--- src/rtl/assert_macros.svh ---
// Assertion macros for the RTL; included by affinity_task_partitioner.
// No dependencies.
`ifndef ASSERT_MACROS_SVH
`define ASSERT_MACROS_SVH

// same-cycle implication, disabled during reset
`define AST_SAME(label, clk, rst_n, ante, cons) \
    label: assert property (@(posedge clk) disable iff (!rst_n) (ante) |-> (cons)) \
        else $error("assertion failed");

// next-cycle implication, disabled during reset
`define AST_NEXT(label, clk, rst_n, ante, cons) \
    label: assert property (@(posedge clk) disable iff (!rst_n) (ante) |=> (cons)) \
        else $error("assertion failed");

`endif

--- src/rtl/atp_pkg.sv ---
// Types and constants of the affinity task partitioner.
// No dependencies.
package atp_pkg;

    localparam int EXEC_W   = 16;
    localparam int PERIOD_W = 16;
    localparam int MASK_W   = 32;
    localparam int TIDX_W   = 5;
    localparam int CIDX_W   = 3;
    localparam int STATUS_W = 2;
    localparam int LOAD_W   = 18;
    localparam int CC_W     = 4;
    localparam int CFG_W    = 18;
    localparam int TCNT_W   = 6;

    localparam logic [LOAD_W-1:0] LOAD_MAX = {LOAD_W{1'b1}};

    localparam logic [STATUS_W-1:0] STAT_AFFINITY = 2'd0;
    localparam logic [STATUS_W-1:0] STAT_LEAST    = 2'd1;
    localparam logic [STATUS_W-1:0] STAT_REJECT   = 2'd2;

    localparam logic CFG_CORE_COUNT = 1'b0;
    localparam logic CFG_MAX_UTIL   = 1'b1;

    localparam logic [CC_W-1:0]   CORE_COUNT_RST = 4'd8;
    localparam logic [LOAD_W-1:0] MAX_UTIL_RST   = 18'd65536;

    typedef enum logic [2:0] {
        S_IDLE,
        S_DIV,
        S_SCAN,
        S_COMMIT,
        S_OUT
    } t_state;

    typedef struct packed {
        logic              done;
        logic [LOAD_W-1:0] quot;
    } t_div_res;

endpackage

--- src/rtl/atp_task_if.sv ---
// Task input channel: valid/ready handshake with the task payload.
// Depends on atp_pkg.
interface atp_task_if import atp_pkg::*; ();
    logic                valid;
    logic                ready;
    logic [EXEC_W-1:0]   exec_time;
    logic [PERIOD_W-1:0] task_period;
    logic [MASK_W-1:0]   partner_mask;

    modport source (output valid, exec_time, task_period, partner_mask, input ready);
    modport sink   (input valid, exec_time, task_period, partner_mask, output ready);
endinterface

--- src/rtl/atp_result_if.sv ---
// Result output channel: valid/ready handshake with the placement result.
// Depends on atp_pkg.
interface atp_result_if import atp_pkg::*; ();
    logic                valid;
    logic                ready;
    logic [TIDX_W-1:0]   task_index;
    logic [CIDX_W-1:0]   core_index;
    logic [STATUS_W-1:0] status;
    logic                over_limit;
    logic [LOAD_W-1:0]   core_load;

    modport source (output valid, task_index, core_index, status, over_limit, core_load,
                    input ready);
    modport sink   (input valid, task_index, core_index, status, over_limit, core_load,
                    output ready);
endinterface

--- src/rtl/atp_divider.sv ---
// Restoring divider, one quotient bit per cycle: (exec << FRAC_BITS) / period,
// saturated to the load width. Depends on atp_pkg.
module atp_divider import atp_pkg::*; #(
    parameter int FRAC_BITS = 16
) (
    input  logic                i_clk,
    input  logic                i_rst_n,
    input  logic                i_start,
    input  logic [EXEC_W-1:0]   i_exec,
    input  logic [PERIOD_W-1:0] i_period,
    output t_div_res            o_res
);
    localparam int DW  = EXEC_W + FRAC_BITS;
    localparam int CNW = $clog2(DW + 1);

    logic [DW-1:0]       r_dvd, n_dvd;
    logic [DW-1:0]       r_quot, n_quot;
    logic [PERIOD_W-1:0] r_rem, n_rem;
    logic [PERIOD_W-1:0] r_per, n_per;
    logic [CNW-1:0]      r_cnt, n_cnt;
    logic                r_busy, n_busy;
    logic                r_done, n_done;

    logic [PERIOD_W:0]   w_trial;
    logic                w_ge;

    always_comb begin
        w_trial = {r_rem, r_dvd[DW-1]};
        w_ge    = w_trial >= {1'b0, r_per};
        n_dvd   = r_dvd;
        n_quot  = r_quot;
        n_rem   = r_rem;
        n_per   = r_per;
        n_cnt   = r_cnt;
        n_busy  = r_busy;
        n_done  = 1'b0;
        if (i_start) begin
            n_dvd  = {i_exec, {FRAC_BITS{1'b0}}};
            n_quot = '0;
            n_rem  = '0;
            n_per  = i_period;
            n_cnt  = CNW'(DW);
            n_busy = 1'b1;
        end else if (r_busy) begin
            n_dvd  = {r_dvd[DW-2:0], 1'b0};
            n_quot = {r_quot[DW-2:0], w_ge};
            n_rem  = w_ge ? PERIOD_W'(w_trial - {1'b0, r_per}) : w_trial[PERIOD_W-1:0];
            n_cnt  = r_cnt - CNW'(1);
            if (r_cnt == CNW'(1)) begin
                n_busy = 1'b0;
                n_done = 1'b1;
            end
        end
    end

    always_ff @(posedge i_clk) begin
        if (!i_rst_n) begin
            r_busy <= 1'b0;
            r_done <= 1'b0;
            r_cnt  <= '0;
        end else begin
            r_busy <= n_busy;
            r_done <= n_done;
            r_cnt  <= n_cnt;
        end
        r_dvd  <= n_dvd;
        r_quot <= n_quot;
        r_rem  <= n_rem;
        r_per  <= n_per;
    end

    assign o_res.done = r_done;
    assign o_res.quot = (|r_quot[DW-1:LOAD_W]) ? LOAD_MAX : r_quot[LOAD_W-1:0];

endmodule

--- src/rtl/affinity_task_partitioner.sv ---
// An accepted task passes through S_DIV (divide), S_SCAN (cores visited from 0 until an
// affinity hit or the last core in use), S_COMMIT and S_OUT (output load). A rejected task
// goes from S_IDLE straight to S_OUT. One item at a time: the next item is taken in S_IDLE,
// after the result loads, also while that result still waits on the output register.
// Synchronous active-low reset clears core loads, memberships, task count and output valid,
// and sets core count and max utilisation to their defaults.
`include "assert_macros.svh"

module affinity_task_partitioner import atp_pkg::*; #(
    parameter int CORE_SLOTS = 8,
    parameter int TASK_SLOTS = 32,
    parameter int FRAC_BITS  = 16
) (
    input  logic                i_clk,
    input  logic                i_rst_n,
    input  logic                i_cfg_we,
    input  logic                i_cfg_idx,
    input  logic [CFG_W-1:0]    i_cfg_data,
    atp_task_if.sink            i_task,
    atp_result_if.source        o_result
);
    localparam int CIW = (CORE_SLOTS > 1) ? $clog2(CORE_SLOTS) : 1;
    localparam int MIW = $clog2(MASK_W);

    t_state r_state, n_state;

    logic [CC_W-1:0]     r_cc;
    logic [LOAD_W-1:0]   r_max_util;
    logic [LOAD_W-1:0]   r_load [CORE_SLOTS];
    logic [MASK_W-1:0]   r_members [CORE_SLOTS];
    logic [TCNT_W-1:0]   r_tasks;

    logic [MASK_W-1:0]   r_mask, n_mask;
    logic                r_reject, n_reject;
    logic [LOAD_W-1:0]   r_u, n_u;
    logic [CIW-1:0]      r_scan, n_scan;
    logic                r_found, n_found;
    logic [CIW-1:0]      r_chosen, n_chosen;
    logic [LOAD_W-1:0]   r_sel_load, n_sel_load;
    logic [CIW-1:0]      r_min_idx, n_min_idx;
    logic [LOAD_W-1:0]   r_min_load, n_min_load;
    logic [LOAD_W-1:0]   r_new_load, n_new_load;
    logic                r_over, n_over;

    logic                r_out_valid, n_out_valid;
    logic [TIDX_W-1:0]   r_out_tidx, n_out_tidx;
    logic [CIDX_W-1:0]   r_out_cidx, n_out_cidx;
    logic [STATUS_W-1:0] r_out_status, n_out_status;
    logic                r_out_over, n_out_over;
    logic [LOAD_W-1:0]   r_out_load, n_out_load;

    logic                w_accept;
    logic                w_reject;
    logic                w_div_start;
    t_div_res            w_div;
    logic [CIW-1:0]      w_last;
    logic [LOAD_W-1:0]   w_cur;
    logic [LOAD_W:0]     w_fit_sum;
    logic                w_hit;
    logic                w_min_upd;
    logic [LOAD_W:0]     w_commit_sum;
    logic [LOAD_W-1:0]   w_commit_load;
    logic                w_out_free;

    atp_divider #(.FRAC_BITS(FRAC_BITS)) u_div (
        .i_clk    (i_clk),
        .i_rst_n  (i_rst_n),
        .i_start  (w_div_start),
        .i_exec   (i_task.exec_time),
        .i_period (i_task.task_period),
        .o_res    (w_div)
    );

    assign i_task.ready = (r_state == S_IDLE);
    assign w_accept     = i_task.valid && i_task.ready;
    assign w_reject     = (i_task.task_period == '0)
                       || ({1'b0, r_tasks} >= (TCNT_W+1)'(TASK_SLOTS));
    assign w_div_start  = w_accept && !w_reject;
    assign w_out_free   = !r_out_valid || o_result.ready;

    always_comb begin
        if (r_cc == '0) begin
            w_last = '0;
        end else if ({1'b0, r_cc} > (CC_W+1)'(CORE_SLOTS)) begin
            w_last = CIW'(CORE_SLOTS - 1);
        end else begin
            w_last = CIW'(r_cc - CC_W'(1));
        end
    end

    assign w_cur         = r_load[r_scan];
    assign w_fit_sum     = {1'b0, w_cur} + {1'b0, r_u};
    assign w_hit         = (w_fit_sum <= {1'b0, r_max_util}) && (|(r_members[r_scan] & r_mask));
    assign w_min_upd     = (r_scan == '0) || (w_cur < r_min_load);
    assign w_commit_sum  = {1'b0, r_sel_load} + {1'b0, r_u};
    assign w_commit_load = w_commit_sum[LOAD_W] ? LOAD_MAX : w_commit_sum[LOAD_W-1:0];

    // next state
    always_comb begin
        n_state = r_state;
        case (r_state)
            S_IDLE: begin
                if (w_accept) begin
                    n_state = w_reject ? S_OUT : S_DIV;
                end
            end
            S_DIV: begin
                if (w_div.done) begin
                    n_state = S_SCAN;
                end
            end
            S_SCAN: begin
                if (w_hit || (r_scan == w_last)) begin
                    n_state = S_COMMIT;
                end
            end
            S_COMMIT: n_state = S_OUT;
            S_OUT: begin
                if (w_out_free) begin
                    n_state = S_IDLE;
                end
            end
            default: n_state = S_IDLE;
        endcase
    end

    // datapath and outputs
    always_comb begin
        n_mask       = r_mask;
        n_reject     = r_reject;
        n_u          = r_u;
        n_scan       = r_scan;
        n_found      = r_found;
        n_chosen     = r_chosen;
        n_sel_load   = r_sel_load;
        n_min_idx    = r_min_idx;
        n_min_load   = r_min_load;
        n_new_load   = r_new_load;
        n_over       = r_over;
        n_out_valid  = r_out_valid && !o_result.ready;
        n_out_tidx   = r_out_tidx;
        n_out_cidx   = r_out_cidx;
        n_out_status = r_out_status;
        n_out_over   = r_out_over;
        n_out_load   = r_out_load;
        case (r_state)
            S_IDLE: begin
                if (w_accept) begin
                    n_mask   = i_task.partner_mask;
                    n_reject = w_reject;
                    n_scan   = '0;
                    n_found  = 1'b0;
                end
            end
            S_DIV: begin
                if (w_div.done) begin
                    n_u = w_div.quot;
                end
            end
            S_SCAN: begin
                if (w_min_upd) begin
                    n_min_idx  = r_scan;
                    n_min_load = w_cur;
                end
                if (w_hit) begin
                    n_found    = 1'b1;
                    n_chosen   = r_scan;
                    n_sel_load = w_cur;
                end else if (r_scan == w_last) begin
                    n_chosen   = w_min_upd ? r_scan : r_min_idx;
                    n_sel_load = w_min_upd ? w_cur : r_min_load;
                end else begin
                    n_scan = r_scan + CIW'(1);
                end
            end
            S_COMMIT: begin
                n_new_load = w_commit_load;
                n_over     = w_commit_load > r_max_util;
            end
            S_OUT: begin
                if (w_out_free) begin
                    n_out_valid = 1'b1;
                    n_out_tidx  = TIDX_W'(r_tasks - (r_reject ? TCNT_W'(0) : TCNT_W'(1)));
                    if (r_reject) begin
                        n_out_cidx   = '0;
                        n_out_status = STAT_REJECT;
                        n_out_over   = 1'b0;
                        n_out_load   = '0;
                    end else begin
                        n_out_cidx   = CIDX_W'(r_chosen);
                        n_out_status = r_found ? STAT_AFFINITY : STAT_LEAST;
                        n_out_over   = r_over;
                        n_out_load   = r_new_load;
                    end
                end
            end
            default: ;
        endcase
    end

    always_ff @(posedge i_clk) begin
        if (!i_rst_n) begin
            r_state     <= S_IDLE;
            r_cc        <= CORE_COUNT_RST;
            r_max_util  <= MAX_UTIL_RST;
            r_tasks     <= '0;
            r_out_valid <= 1'b0;
            for (int i = 0; i < CORE_SLOTS; i++) begin
                r_load[i]    <= '0;
                r_members[i] <= '0;
            end
        end else begin
            r_state     <= n_state;
            r_out_valid <= n_out_valid;
            if (i_cfg_we) begin
                case (i_cfg_idx)
                    CFG_CORE_COUNT: r_cc       <= i_cfg_data[CC_W-1:0];
                    CFG_MAX_UTIL:   r_max_util <= i_cfg_data[LOAD_W-1:0];
                    default: ;
                endcase
            end
            if (r_state == S_COMMIT) begin
                r_load[r_chosen] <= w_commit_load;
                if (r_tasks < TCNT_W'(MASK_W)) begin
                    r_members[r_chosen][r_tasks[MIW-1:0]] <= 1'b1;
                end
                r_tasks <= r_tasks + TCNT_W'(1);
            end
        end
        r_mask       <= n_mask;
        r_reject     <= n_reject;
        r_u          <= n_u;
        r_scan       <= n_scan;
        r_found      <= n_found;
        r_chosen     <= n_chosen;
        r_sel_load   <= n_sel_load;
        r_min_idx    <= n_min_idx;
        r_min_load   <= n_min_load;
        r_new_load   <= n_new_load;
        r_over       <= n_over;
        r_out_tidx   <= n_out_tidx;
        r_out_cidx   <= n_out_cidx;
        r_out_status <= n_out_status;
        r_out_over   <= n_out_over;
        r_out_load   <= n_out_load;
    end

    assign o_result.valid      = r_out_valid;
    assign o_result.task_index = r_out_tidx;
    assign o_result.core_index = r_out_cidx;
    assign o_result.status     = r_out_status;
    assign o_result.over_limit = r_out_over;
    assign o_result.core_load  = r_out_load;

    `AST_NEXT(a_busy_after_accept, i_clk, i_rst_n, w_accept, !i_task.ready)
    `AST_SAME(a_over_matches_load, i_clk, i_rst_n, r_out_valid,
              r_out_over == (r_out_load > r_max_util))
    `AST_SAME(a_reject_empty, i_clk, i_rst_n, r_out_valid && (r_out_status == STAT_REJECT),
              (r_out_load == '0) && (r_out_cidx == '0))
    `AST_SAME(a_task_count_bound, i_clk, i_rst_n, 1'b1,
              int'(r_tasks) <= TASK_SLOTS)

endmodule
--- src/flat_wrapper.sv ---
// flat-port wrapper written by rule: the top's interface ports become plain ports
module affinity_task_partitioner_flat import atp_pkg::*;
#(
    parameter int CORE_SLOTS = 8,
    parameter int TASK_SLOTS = 32,
    parameter int FRAC_BITS  = 16
)
  (i_clk, i_rst_n, i_cfg_we, i_cfg_idx, i_cfg_data, i_task_valid, i_task_exec_time, i_task_task_period, i_task_partner_mask, i_task_ready, o_result_valid, o_result_task_index, o_result_core_index, o_result_status, o_result_over_limit, o_result_core_load, o_result_ready);
  atp_task_if i_task_i ();
  atp_result_if o_result_i ();
  input  logic i_clk;
  input  logic i_rst_n;
  input  logic i_cfg_we;
  input  logic i_cfg_idx;
  input  logic [CFG_W-1:0] i_cfg_data;
  input wire logic [$bits(i_task_i.valid)-1:0] i_task_valid;
  input wire logic [$bits(i_task_i.exec_time)-1:0] i_task_exec_time;
  input wire logic [$bits(i_task_i.task_period)-1:0] i_task_task_period;
  input wire logic [$bits(i_task_i.partner_mask)-1:0] i_task_partner_mask;
  output wire logic [$bits(i_task_i.ready)-1:0] i_task_ready;
  output wire logic [$bits(o_result_i.valid)-1:0] o_result_valid;
  output wire logic [$bits(o_result_i.task_index)-1:0] o_result_task_index;
  output wire logic [$bits(o_result_i.core_index)-1:0] o_result_core_index;
  output wire logic [$bits(o_result_i.status)-1:0] o_result_status;
  output wire logic [$bits(o_result_i.over_limit)-1:0] o_result_over_limit;
  output wire logic [$bits(o_result_i.core_load)-1:0] o_result_core_load;
  input wire logic [$bits(o_result_i.ready)-1:0] o_result_ready;
  assign i_task_i.valid = i_task_valid;
  assign i_task_i.exec_time = i_task_exec_time;
  assign i_task_i.task_period = i_task_task_period;
  assign i_task_i.partner_mask = i_task_partner_mask;
  assign i_task_ready = i_task_i.ready;
  assign o_result_valid = o_result_i.valid;
  assign o_result_task_index = o_result_i.task_index;
  assign o_result_core_index = o_result_i.core_index;
  assign o_result_status = o_result_i.status;
  assign o_result_over_limit = o_result_i.over_limit;
  assign o_result_core_load = o_result_i.core_load;
  assign o_result_i.ready = o_result_ready;
  affinity_task_partitioner #(.CORE_SLOTS(CORE_SLOTS), .TASK_SLOTS(TASK_SLOTS), .FRAC_BITS(FRAC_BITS)) u_core (.i_clk(i_clk), .i_rst_n(i_rst_n), .i_cfg_we(i_cfg_we), .i_cfg_idx(i_cfg_idx), .i_cfg_data(i_cfg_data), .i_task(i_task_i), .o_result(o_result_i));
endmodule
--- config.mk ---
export PLATFORM = sky130hd
export DESIGN_NAME = affinity_task_partitioner_flat
export DESIGN_NICKNAME = d
export VERILOG_FILES = /design/src/rtl/atp_pkg.sv /design/src/rtl/atp_task_if.sv /design/src/rtl/atp_result_if.sv /design/src/rtl/atp_divider.sv /design/src/rtl/affinity_task_partitioner.sv /design/src/flat_wrapper.sv
export VERILOG_INCLUDE_DIRS = /design/src /design/src/rtl
export SDC_FILE = /design/constraint.sdc
export NUM_CORES = 1
export LEC_CHECK = 0
export BUFFER_PORTS_ARGS = -buffer_cell sky130_fd_sc_hd__buf_2
export CORE_MARGIN = 2
export CORE_UTILIZATION = 33
export DETAILED_ROUTE_END_ITERATION = 8
export GPL_TIMING_DRIVEN = 0
export SKIP_LAST_GASP = 1
export SYNTH_ARGS = -nofsm -noshare
export SYNTH_HDL_FRONTEND = slang
export SYNTH_SLANG_ARGS = --single-unit
--- constraint.sdc ---
create_clock -name i_clk -period 7.07 [get_ports i_clk]
set_input_delay 0.3535 -clock i_clk [delete_from_list [all_inputs] [get_ports i_clk]]
set_output_delay 0.3535 -clock i_clk [all_outputs]
set_load 0.03 [all_outputs]
Yosys cells after proc, flatten, opt, wreduce, memory -nomap -nowiden
Memories as Yosys holds them, arrays and structs flattened. A register that Yosys moved wholly into a read port is not among the register bits.
Index checks and enable logic that the tools add are counted.

word-level totals
  bits in registers = 265
  bits in writable memories = 400
  bits of input ports = 88
  output and inout bits = 31
  logic and storage cells = 152
  memories kept = 2

memories
  name              words  bits a word  read ports  clocked after Yosys merged registers in  write ports  line                             source
  u_core.r_members  8      32           1           1                                        8            affinity_task_partitioner.sv:30  logic [MASK_W-1:0] r_members [CORE_SLOTS];
  u_core.r_load     8      18           1           1                                        8            affinity_task_partitioner.sv:29  logic [LOAD_W-1:0] r_load [CORE_SLOTS];

operators by class
  $add $sub $neg = 8
  $lt $le $gt $ge = 9
  equality and inequality tests = 13
  muxes and demuxes = 53
  bitwise operators = 4
  reduce and logical (&&, ||, !) cells = 34

operator list
  cell                 number
  $mux 32              5
  $mux 18              5
  $reduce_or 32->1     2
  $mux 3               17
  $add 18x18->19       2
  $and 32x32->32       1
  $le 19x18->1         1
  $mux 1               19
  $gt 18x18->1         1
  $lt 18x18->1         1
  $reduce_or 18->1     1
  $ge 17x16->1         1
  $logic_not 16->1     1
  $mux 16              1
  $sub 16x16->16       1
  $pmux 3 s5           1
  $reduce_or 14->1     1
  $mux 6               2
  $reduce_and 2->1     6
  $ne 2x2->1 const B   4
  $reduce_and 4->1     2
  $add 6x1->6 const B  1
  $eq 3x2->1 const B   2
  $eq 6x1->1 const B   1
  other kinds (26)     42

Depth between registers and ports, before layout
  depth in word-level cells = 8
  mapped depth = 29
  mapped depth without buffers = 23

Modules after synthesis
Synthesis repeated with hierarchy kept, for this count alone.

unflattened totals
  cells, all modules = 2501
  area total of the unflattened synthesis = 30142.7 um2

by module, submodules not included
  module                     instances  cells each  area each (um2)  sequential area each (um2)
  affinity_task_partitioner  1          2093        25829.8          14503.9
  atp_divider                1          408         4312.9           2082.0

Worst setup path before layout
No wires, ideal clock.

  path kind = reg2reg
  start point = register (tool-made name)
  end point = register u_core.r_chosen[0], enable pin
  library setup time = 406 ps
  arrival = 6393 ps
  required time = 6664 ps
  setup slack = 271 ps
  stages on the path, launching flop included = 27
  path buffers = 6
  clock period less this slack = 6799 ps
  cell sequence = dfxtp_1 buf_6 buf_6 buf_4 buf_4 buf_2 buf_2 mux4_2 mux2_2 ha_1 nor2b_1 o31a_1 o211ai_1 a2111oi_0 o21a_1 o21a_1 o21a_1 nor2_1 xnor2_1 ha_1 a21o_1 a21oi_1 o21ai_0 a21oi_1 o21ai_0 a211o_4 a21oi_1

RTL lines
  element               line                              source
  to (signal assigned)  affinity_task_partitioner.sv:235  r_chosen <= n_chosen;
  to (decl)             affinity_task_partitioner.sv:38   logic [CIW-1:0] r_chosen, n_chosen;

==> impl_metrics.sql <==
INSERT INTO impl_metrics (metric_group, metric, value, unit) VALUES
('clock_tree', 'cts-buffers-inserted', '72', ''),
('place', 'finalWeightedCongestion', '0.903', ''),
('worst_setup_path', 'timing.rr.end', 'u_core.r_sel_load[13]$_DFFE_PP_', ''),
('power_and_ir_drop', 'static_leak', '13.7', 'nW'),
('floorplanning', 'die-width', '305', 'um'),
('sta', 'layout_worst_path_cycle_share', '95.4', '%'),
('floorplanning', 'i_o_pins', '119', ''),
('place', 'dpl_worst_slack', '-0.549', 'ns'),
('grt', 'grt_start_max_net_pins', '36', ''),
('sta', 'finalSetupViolations', '0', ''),
('clock_tree', 'clock_path_buffers', '3', ''),
('grt', 'number_of_antenna_violations_at_the_first_check_in_global_routing', '3', ''),
('detailed_routing', 'routed_via_density', '5.28', ''),
('clock_tree', 'reg_clk_slew_reported_paths', '0.06', 'ns'),
('sta', 'timing.slew.headroom', '15.4', '%'),
('place', 'port_buffers', '118', ''),
('synth', 'asyncSetResetFlopFracSynth', '0', '%'),
('place', 'placed_cells', '3786', ''),
('worst_setup_path', 'critical-path-top-cell-by-count', 'sky130_fd_sc_hd__o21a_1', ''),
('synth', 'number_of_standard_cells_after_synthesis', '2488', ''),
('finish', 'fill_cells', '8584', ''),
('flow_run', 'drv_cap', '0', ''),
('place', 'detailedPlacementHpwl', '60100', 'um'),
('detailed_routing', 'detail_route.wirelength', '85600', 'um'),
('worst_hold_path', 'min_delay_worst_type', 'input pin to register', ''),
('worst_setup_path', 'worst-path-buf-inv', '5', ''),
('sta', 'fmax', '148', 'MHz'),
('detailed_routing', 'route.antenna.remaining_nets', '0', ''),
('detailed_routing', 'routed_via_count', '21100', ''),
('worst_setup_path', 'r2r.worst_path.cells', '26', ''),
('synth', 'seq_area_frac_synth', '55.5', '%'),
('sta', 'max_slew.worst_pin.slew', '1.27', 'ns'),
('floorplanning', 'rows', '110', ''),
('clock_tree', 'htreeDepth', '3', ''),
('sta', 'maxSlewViolCount', '0', ''),
('sta', 'post-route-min-period', '6.74', 'ns'),
('synth', 'mappedNetlistArea', '29900', 'um2'),
('grt', 'overflow', '0', ''),
('worst_hold_path', 'worst_hold_endpoint', 'u_core.r_max_util[13]$_SDFFE_PN0P_', ''),
('floorplanning', 'die-area', '93000', 'um2'),
('synth', 'synth_flop_cell', 'sky130_fd_sc_hd__dfxtp_1', ''),
('detailed_routing', 'detail_route.wl_per_cell', '21.4', 'um'),
('detailed_routing', 'detail_route.drc_violations', '0', ''),
('finish', 'final_common_cell', 'sky130_fd_sc_hd__dfxtp_1', ''),
('floorplanning', 'floorplan.die.height', '305', 'um'),
('sta', 'timing.final.hold_violations', '0', ''),
('worst_setup_path', 'timing.critical_path.arrival', '7.10', 'ns'),
('status', 'run_status', 'finished, final reports clean', ''),
('worst_setup_path', 'critical_path_required', '7.43', 'ns'),
('worst_setup_path', 'timing.critical_path.slowest_cell_delay', '0.40', 'ns'),
('finish', 'mostFrequentLayoutCells', 'sky130_fd_sc_hd__dfxtp_1 (347), sky130_fd_sc_hd__edfxtp_1 (321), sky130_fd_sc_hd__nor2_1 (297)', ''),
('worst_setup_path', 'timing.critical_path.from_type', 'register', ''),
('clock_tree', 'tritoncts', 'yes', ''),
('synth', 'synthDistinctLibCells', '76', ''),
('finish', 'stdcell_count', '3994', ''),
('sta', 'hold_slack', '0.0196', 'ns'),
('finish', 'syn2layout_area_growth', '17.8', '%'),
('grt', 'wire_length_of_the_first_global_routing_pass', '130000', 'um'),
('sta', 'setup_total_negative_slack', '0', 'ns'),
('finish', 'fin_util', '39.2', '%'),
('grt', 'grt_pass1_vias', '21100', ''),
('floorplanning', 'core', '89900', 'um2'),
('detailed_routing', 'dr.first_iter.drc_count', '1821', ''),
('detailed_routing', 'drt_pass1_iterations', '5', ''),
('finish', 'final_layout_size_suffix_gt1_share', '15.7', '%'),
('power_and_ir_drop', 'ir_worst_vdd', '0.217', 'mV'),
('worst_setup_path', 'timing.reg2reg.setup_slack', '0.33', 'ns'),
('synth', 'synth_fp_nets', '2695', ''),
('clock_tree', 'numClockSinks', '668', ''),
('finish', 'finalNetCount', '2965', ''),
('worst_setup_path', 'cp_slowest_cell', 'sky130_fd_sc_hd__buf_2', '');
[area by class of cell]
cell class / count / area [um2] / area share, %
Multi-Input combinational cell: 1570 / 12300 / 35.0
Tap cell: 1176 / 1470 / 4.18
Clock inverter: 28 / 320 / 0.910
Antenna cell: 2 / 5.00 / 0.0142
Timing Repair Buffer: 199 / 1430 / 4.05
Inverter: 107 / 402 / 1.14
Clock buffer: 104 / 2050 / 5.81
Buffer: 140 / 641 / 1.82
Sequential cell: 668 / 16600 / 47.1
[kinds of logic after synthesis]
| kind of cell | Yosys count | synth area share (%) |
|---|---|---|
| DFF | 668 | 55.5 |
| and+or+nand+nor | 662 | 10.1 |
| AOI/OAI and AO/OA | 546 | 13.7 |
| buffers and inverters | 250 | 3.46 |
| muxes | 189 | 10.6 |
| adders and majority gates | 121 | 5.12 |
| xor gates and xnor gates | 52 | 1.52 |
[cell usage after synthesis, types with 9 or more instances]
cell type / instances / area (um2)
sky130_fd_sc_hd__o21ai_0: 45 / 225
sky130_fd_sc_hd__nor2_2: 10 / 62.6
sky130_fd_sc_hd__edfxtp_1: 321 / 9640
sky130_fd_sc_hd__or3_1: 9 / 56.3
sky130_fd_sc_hd__nor2b_1: 36 / 225
sky130_fd_sc_hd__mux2_4: 19 / 285
sky130_fd_sc_hd__clkbuf_1: 105 / 394
sky130_fd_sc_hd__and2_1: 9 / 56.3
sky130_fd_sc_hd__inv_1: 106 / 398
sky130_fd_sc_hd__dfxtp_1: 347 / 6950
sky130_fd_sc_hd__a21o_1: 29 / 218
sky130_fd_sc_hd__o21a_1: 17 / 128
sky130_fd_sc_hd__xnor2_1: 38 / 333
sky130_fd_sc_hd__a21oi_1: 100 / 500
sky130_fd_sc_hd__xor2_1: 14 / 123
sky130_fd_sc_hd__or2_2: 21 / 131
sky130_fd_sc_hd__nand4_1: 17 / 106
sky130_fd_sc_hd__mux2i_1: 50 / 500
sky130_fd_sc_hd__and3_1: 9 / 56.3
sky130_fd_sc_hd__a22o_1: 256 / 2240
sky130_fd_sc_hd__ha_1: 116 / 1450
sky130_fd_sc_hd__nor2_1: 297 / 1110
sky130_fd_sc_hd__mux4_2: 92 / 2070
sky130_fd_sc_hd__buf_2: 19 / 95.1
sky130_fd_sc_hd__a21boi_0: 21 / 158
sky130_fd_sc_hd__nor3_1: 23 / 115
sky130_fd_sc_hd__nand3_1: 30 / 150
sky130_fd_sc_hd__mux2_2: 24 / 270
sky130_fd_sc_hd__nor4_1: 13 / 81.3
sky130_fd_sc_hd__nand2b_1: 12 / 75.1
sky130_fd_sc_hd__nand2_1: 149 / 559
[power breakdown]
part | leakage [nW] | switching, mW | total [mW] | internal, mW
combinational | 6.60 | 0.633 | 1.10 | 0.462
clock | 1.16 | 1.63 | 3.79 | 2.16
sequential | 5.94 | 0.0577 | 4.23 | 4.17
total | 13.7 | 2.32 | 9.11 | 6.80
[tightest hold or removal path, stage by stage]
cell                       delay (ns)
sky130_fd_sc_hd__buf_2           0.09
sky130_fd_sc_hd__nand2_1         0.06
sky130_fd_sc_hd__a21boi_0        0.07
[how the worst max path moves through the flow]
stage,start,to,slack (ns),cells after the start
after floorplan,register,u_core.r_chosen[0]$_DFFE_PP_,0.27,26
after global placement,register,u_core.r_sel_load[11]$_DFFE_PP_,-1.67,24
after detailed placement,register,u_core.r_sel_load[11]$_DFFE_PP_,-0.55,25
after CTS,register,u_core.r_sel_load[13]$_DFFE_PP_,0.03,25
after global routing,register,u_core.r_sel_load[9]$_DFFE_PP_,0.004,26
final,register,u_core.r_sel_load[13]$_DFFE_PP_,0.33,26
[state kept, by name, summed over array words and instances (netlist names), 18 cells and up, named ones only]
| register | flops |
|---|---|
| u_core.r_load | 144 |
| u_core.r_min_load | 18 |
| u_core.u_div.r_quot | 32 |
| u_core.r_max_util | 18 |
| u_core.r_new_load | 18 |
| u_core.r_sel_load | 18 |
| u_core.o_result.core_load | 18 |
| u_core.r_mask | 32 |
| u_core.r_u | 18 |
| u_core.r_members | 256 |
[timing repair]
item	in CTS	in global routing
hold buffers	77	0
buffers inserted	0	0
resized for setup	5	13
endpoints found under the hold margin	80	0
endpoints found under the setup margin	50	48
[per-layer routing]
layer  up-vias  GRT usage [%]  share of wire (%)
li1       9762              -                  -
met1     10400           25.6                 45
met2       781           28.2                 44
met3       132           3.81                8.2
met4         4           5.61                2.6
met5         -              0              0.032
Power figures use the tool's default switching activity.
